## src/hdl/sos_pkg.sv

```systemverilog
`default_nettype none

package sos_pkg;

   localparam int MAX_SPHERES = 1024;
   localparam int IDX_W       = $clog2(MAX_SPHERES);
   localparam int CNT_W       = $clog2(MAX_SPHERES + 1);
   localparam int COORD_W     = 24;
   localparam int RAD_W       = 20;
   localparam int CSR_IDX_W   = 1;

   localparam logic OP_LOAD = 1'b0;
   localparam logic OP_READ = 1'b1;

   localparam logic [1:0] ST_OK      = 2'd0;
   localparam logic [1:0] ST_OUTSIDE = 2'd1;
   localparam logic [1:0] ST_NO_RANK = 2'd2;

   localparam logic [CSR_IDX_W-1:0] REG_BOX_LOW  = 1'd0;
   localparam logic [CSR_IDX_W-1:0] REG_BOX_SIZE = 1'd1;

   typedef struct packed {
      logic [COORD_W-1:0] x;
      logic [COORD_W-1:0] y;
      logic [COORD_W-1:0] z;
      logic [RAD_W-1:0]   radius;
   } sphere_type;

   localparam int SPH_W = $bits(sphere_type);

   typedef struct packed {
      logic               opcode;
      logic [COORD_W-1:0] pos_x;
      logic [COORD_W-1:0] pos_y;
      logic [COORD_W-1:0] pos_z;
      logic [RAD_W-1:0]   radius;
      logic               last_sphere;
      logic [9:0]         read_rank;
   } req_type;

   typedef struct packed {
      logic [1:0]         status;
      logic [10:0]        kept_count;
      logic [COORD_W-1:0] out_x;
      logic [COORD_W-1:0] out_y;
      logic [COORD_W-1:0] out_z;
      logic [RAD_W-1:0]   out_radius;
      logic               kept;
   } rsp_type;

endpackage

`default_nettype wire

```

## src/hdl/sos_overlap.sv

```systemverilog
`default_nettype none

module sos_overlap import sos_pkg::*; (
   input  wire logic       clock,
   input  wire logic       reset,
   input  wire logic       in_valid,
   input  wire sphere_type sph_a,
   input  wire sphere_type sph_b,
   output      logic       out_valid,
   output      logic       hit
);

   logic [2:0]          vld_ff;
   logic [COORD_W-1:0]  dx_ff, dy_ff, dz_ff;
   logic [RAD_W:0]      rs_ff;
   logic [2*COORD_W-1:0] sx_ff, sy_ff, sz_ff;
   logic [2*RAD_W+1:0]  rs2_ff;
   logic                hit_ff;
   logic [2*COORD_W+1:0] dsq;

   function automatic logic [COORD_W-1:0] absdiff(input logic [COORD_W-1:0] a,
                                                  input logic [COORD_W-1:0] b);
      return (a >= b) ? a - b : b - a;
   endfunction

   assign dsq = {2'b00, sx_ff} + {2'b00, sy_ff} + {2'b00, sz_ff};

   always_ff @(posedge clock) begin
      if (reset) begin
         vld_ff <= '0;
      end else begin
         vld_ff <= {vld_ff[1:0], in_valid};
      end
      dx_ff  <= absdiff(sph_a.x, sph_b.x);
      dy_ff  <= absdiff(sph_a.y, sph_b.y);
      dz_ff  <= absdiff(sph_a.z, sph_b.z);
      rs_ff  <= {1'b0, sph_a.radius} + {1'b0, sph_b.radius};
      sx_ff  <= dx_ff * dx_ff;
      sy_ff  <= dy_ff * dy_ff;
      sz_ff  <= dz_ff * dz_ff;
      rs2_ff <= rs_ff * rs_ff;
      hit_ff <= dsq < {{(2*COORD_W - 2*RAD_W){1'b0}}, rs2_ff};
   end

   assign out_valid = vld_ff[2];
   assign hit       = hit_ff;

endmodule

`default_nettype wire

```

## config.mk

```make
export PLATFORM = sky130hd
export DESIGN_NAME = sos_overlap
export DESIGN_NICKNAME = d
export VERILOG_FILES = /design/src/hdl/sos_pkg.sv /design/src/hdl/sos_overlap.sv
export SDC_FILE = /design/constraint.sdc
export NUM_CORES = 2
export LEC_CHECK = 0
export ABC_AREA = 1
export BUFFER_PORTS_ARGS = -buffer_cell sky130_fd_sc_hd__buf_2
export CORE_MARGIN = 3
export CORE_UTILIZATION = 38
export DETAILED_ROUTE_END_ITERATION = 16
export RECOVER_POWER = 100
export SLEW_MARGIN = 25
export SYNTH_ARGS = -nofsm -noshare
export SYNTH_HDL_FRONTEND = slang
export SYNTH_SLANG_ARGS = --single-unit
```

## constraint.sdc

```tcl
create_clock -name clock -period 12.76 [get_ports clock]
set_clock_uncertainty 0.05 [all_clocks]
set_input_delay 1.276 -clock clock [delete_from_list [all_inputs] [get_ports clock]]
set_output_delay 1.276 -clock clock [all_outputs]
set_load 0.01 [all_outputs]
```

# Word level (Yosys, flattened, before mapping)
# Cells that the tools add are included.
[word_totals] ff_bits=283 in_bits=187 out_inout_bits=2 wordCells=30
[classes] add_sub_neg=9 n_mul=4 order_cmp=4 n_mux=3
[ops] cell="24-bit by 24-bit multiplier with 48-bit output" count=3
[ops] cell="24-bit subtractor" count=6
[ops] cell="24-bit >= comparator" count=3
[ops] cell="24-bit 2-to-1 mux" count=3
[ops] cell="49-bit by 48-bit adder with 50-bit output" count=1
[ops] cell="50-bit by 42-bit < comparator with 1-bit output" count=1
[ops] cell="48-bit by 48-bit adder with 49-bit output" count=1
[ops] cell="21-bit by 21-bit multiplier with 42-bit output" count=1
[ops] cell="20-bit by 20-bit adder with 21-bit output" count=1

# Logic depth before layout (Yosys ltp)
[logic_depth] ltp_word=3 depth_mapped=29 ltp_nobuf=28

# Worst setup path before layout
# OpenSTA, ideal clock, no wires.
[synth_timing] path_kind="register to register" from="register dy_ff[14]" to="register sy_ff[33]" setup_time_ns=0.112 arrival_time_ns=6.036 required_ns=12.598 path_slack_ns=6.561 path_stages_with_launch=27 n_path_buf=1 synth_period_minus_slack_ns=6.199 cell_sequence="dfxtp_1 clkbuf_1 nand2_1 fa_1 inv_1 fa_1 inv_1 fa_1 inv_1 fa_1 inv_1 fa_1 inv_1 fa_1 inv_1 fa_1 inv_1 ha_1 nand2_1 nor2_1 inv_1 o21ai_0 a31oi_1 o21ai_0 nand2_1 nand3_1 nand2_1"
[synth_between] elab_chain_cells=1
[synth_rtl] element="start, declared" line_no="sos_overlap.sv:14" source="logic [COORD_W-1:0] dx_ff, dy_ff, dz_ff;"
[synth_rtl] element="start signal, assigned" line_no="sos_overlap.sv:35" source="dy_ff <= absdiff(sph_a.y, sph_b.y);"
[synth_rtl] element="24-bit by 24-bit multiplier with 48-bit output" line_no="sos_overlap.sv:39" source="sy_ff <= dy_ff * dy_ff;"
[synth_rtl] element="end signal, assigned" line_no="sos_overlap.sv:39"
[synth_rtl] element="end, declared" line_no="sos_overlap.sv:16" source="logic [2*COORD_W-1:0] sx_ff, sy_ff, sz_ff;"
# Every way passes these cells.
# A chain may end at the register's enable or synchronous reset.

# Worst setup path in the final report
[layout_timing] from="register dy_ff[2]" to="register sy_ff[35]"
# Same word-level chain as after synthesis.

==> impl_metrics.toml <==
[run_status]
status = "finished clean"

[finish]
multi_input_area_um2 = 65500
fillers = 23100
drive_gt1_frac = 0.0327
fin_util = 0.408
final_nets = 13700
register_area_um2 = 5620
area_growth_pct = 6.26

[critical_path]
start_kind = "flop"
worstPathRequired_ps = 13240
cp-end-kind = "flop"
r2r-start = "dy_ff[2]"
worstSetupPathType = "flop to flop"
crit_fanout = 24
r2r_setup_slack_ps = 5490
crit_path_start = "dy_ff[2]"
r2r_end = "sy_ff[35]"
cp.arrival_ps = 7740
r2r.worst_path.cells = 23

[timing]
setup_viol = 0
hold_viol_final = 0
tns_ps = 0
slew_headroom = 0.177
timing.final.crit_share = 0.570
fin_crit_ps = 7270
fmax_mhz = 138
drv_slew = 0
rsz0062_at_grt = "false"
tightest_slew_ps = 1230

[logic_synthesis]
synth_top_family_by_area = "adder cells"
synthAdderAreaFrac = 0.522
synthSimpleGateAreaFrac = 0.145
synth_compound_area_frac = 0.0665
yosysSeqAreaShare = 0.0659
avgSynthCellArea_um2 = 7.75
synth_flop_cell = "dfxtp_1"
synth.area.top_cells = "fa_1 (39%), inv_1 (15%), ha_1 (14%), nand2_1 (10%), dfxtp_1 (6.6%)"
yosysWarnings = 0
synth_cells = 10900
synth_xor_area_frac = 0.0398
synth_async_sr_flop_share = 0
muxShareOfSynthArea = 0
yosys_register_bits = 279
synth.distinct_cells = 58
yosys.area.top_type_share = 0.385
syn-cell-area_um2 = 84800
synth-edff-count = 0
yosysTopAreaCell = "fa_1"

[floorplan]
fp-row-count = 172
die_w_um = 478
io-pin-count = 189
initial_utilization = 0.384
core_um2 = 221000
fp.dieH_um = 478
die_area_um2 = 229000

[global_route]
antenna_found_initial = 1
grt_max_degree = 27
grt_pass1_vias = 68600
grt_pass1_wl_um = 363000
grt_overflow = 0
track_usage = 0.196

[detailed_routing]
routed_wl_um = 219000
drc = 0
wl_met3_um = 10200
drtIter0Drc = 4153
m1WireLength_um = 99200
dr.pass1.iters = 5
top_layer_used = "met4"
ant_nets = 0
avgRoutedWirePerCell_um = 15.7
route.met2.wl_um = 106000
vias = 65500
via_per_inst = 4.70

[flow_run]
cap_violations = 0

[place]
gp_congestion = 0.940
dpl.hpwl_um = 187000
port_buffers = 188

[worst_hold_path]
holdPathStages = 2
hold_end = "vld_ff[2]"
hp-start = "vld_ff[1]"
hp-class = "flop to flop"

[cts]
cts.sinks = 279
clkLatencyLatePin_ps = 640
ctsResizeCount = 0
htreeDepth = 2
root_buffer = "clkbuf_16"
cts-hold-fix-buffers = 0
post-cts-setup-buffer-count = 0
cts_tree = "built"
clkTransAtPathRegs_ps = 70
cts_inserted_buffers = 38
clockBufferDepth = 3
## critical path: stages, from the launching register on
cell      delay [ps]
dfxtp_1         1030
nand2_1          180
fa_1             620
inv_1             70
fa_1             530
inv_1             50
fa_1             530
inv_1             50
fa_1             470
ha_1             300
fa_1             480
inv_1             50
fa_1             550
inv_1             60
ha_1             360
nand2_1          190
inv_1             60
a21oi_1          280
a21boi_0         610
o21ai_0          300
nand3_1          180
nand2_1           70
nand2_1           50
nand2_1           80
## state kept, by name, indices dropped and copies added (netlist names)
register,flops
vld_ff,3
dx_ff,24
dy_ff,24
sy_ff,47
rs_ff,21
hit,1
sx_ff,47
dz_ff,24
rs2_ff,41
sz_ff,47
## cell usage after synthesis (3+ instances only)
master     instances
a21boi_0          21
nor3_1            47
xor2_1           252
and3_1            10
o21ai_1           18
o21ai_2            3
or2_2              8
a221oi_1           3
a21boi_2           3
or2_1              3
o211ai_1           4
clkbuf_2          17
o21ai_0          243
clkbuf_1         187
nor2_1           514
xnor2_1          133
a31oi_1           77
o2111ai_1          7
fa_1            1631
nor2_2             6
buf_4              8
a21oi_1          432
ha_1             927
nor4_1            21
a21o_1            50
buf_2             38
nand2_1         2288
nor4_2             3
o31ai_1            4
nand3_1          171
inv_1           3340
o21a_1            19
inv_2              5
and2_1             5
buf_1              3
o221ai_1           4
a211oi_1          10
dfxtp_1          279
nand4_1           36
o311ai_1          12
o21bai_1          67
## final cells by class
class	instances	share of cell area
inverters	3346	0.139
flip-flops and latches	279	0.0624
multi-input cells	7054	0.727
well taps	2958	0.0411
clock inverters	21	0.00261
repair buffers	248	0.0153
clock buffers	48	0.0119
diodes	1	0.0000278
## per-stage QoR
step	cell area [um^2]	hold WS [ps]	setup slack, ps	cells
3_5_place_dp	88800	345	5430	13900
4_1_cts	90100	353	5420	14000
5_1_grt	90100	372	5110	14000
6_report	90100	351	5490	14000
3_3_place_gp	88800	342	5430	13900
2_1_floorplan	84800	311	6560	10900
## worst max path at each step
stage	end	slack, ps	depth (start not counted)
floorplan	sy_ff[33]	6560	26
global placement	sx_ff[39]	5430	24
detailed placement	sx_ff[39]	5430	24
CTS	sx_ff[39]	5420	24
global route	sy_ff[33]	5110	26
finish	sy_ff[35]	5490	23
## kinds of logic after synthesis
group | count (synthesis)
fa+ha+maj | 2558
buf+inv | 3601
compound gates | 986
flops | 279
other cells | 2
simple gates | 3122
xor+xnor | 385
## metal layers
metal,GRT usage,vias to the layer above
li1,-,31900
met1,0.270,31900
met2,0.337,1536
met3,0.0172,226
met4,0.0343,0
met5,0,-
## cell usage in the layout, fill, tap and decap left out, drive strengths merged, types with 3 or more instances in the layout
cell type	netlist	routed
and2	5	5
nand2	2290	2290
nand3	173	173
buf	51	239
o2111ai	7	7
clkbuf	204	57
ha	927	927
fa	1631	1631
clkinv	0	6
a21boi	25	25
a221oi	3	3
or2	13	13
o211ai	4	4
nor4	24	24
a211oi	10	10
inv	3346	3357
a21oi	434	434
dfxtp	279	279
xor2	252	252
o21ai	264	264
xnor2	133	133
conb	2	3
a31oi	77	77
o31ai	4	4
a21o	50	50
o21bai	68	68
nor2	520	520
o311ai	12	12
nor3	47	47
o21a	19	19
o221ai	4	4
nand4	36	36
and3	11	11
Power is left out: the tool's default activity adds up to more than one toggle a clock period on the data nets, which glitch-free logic cannot reach.
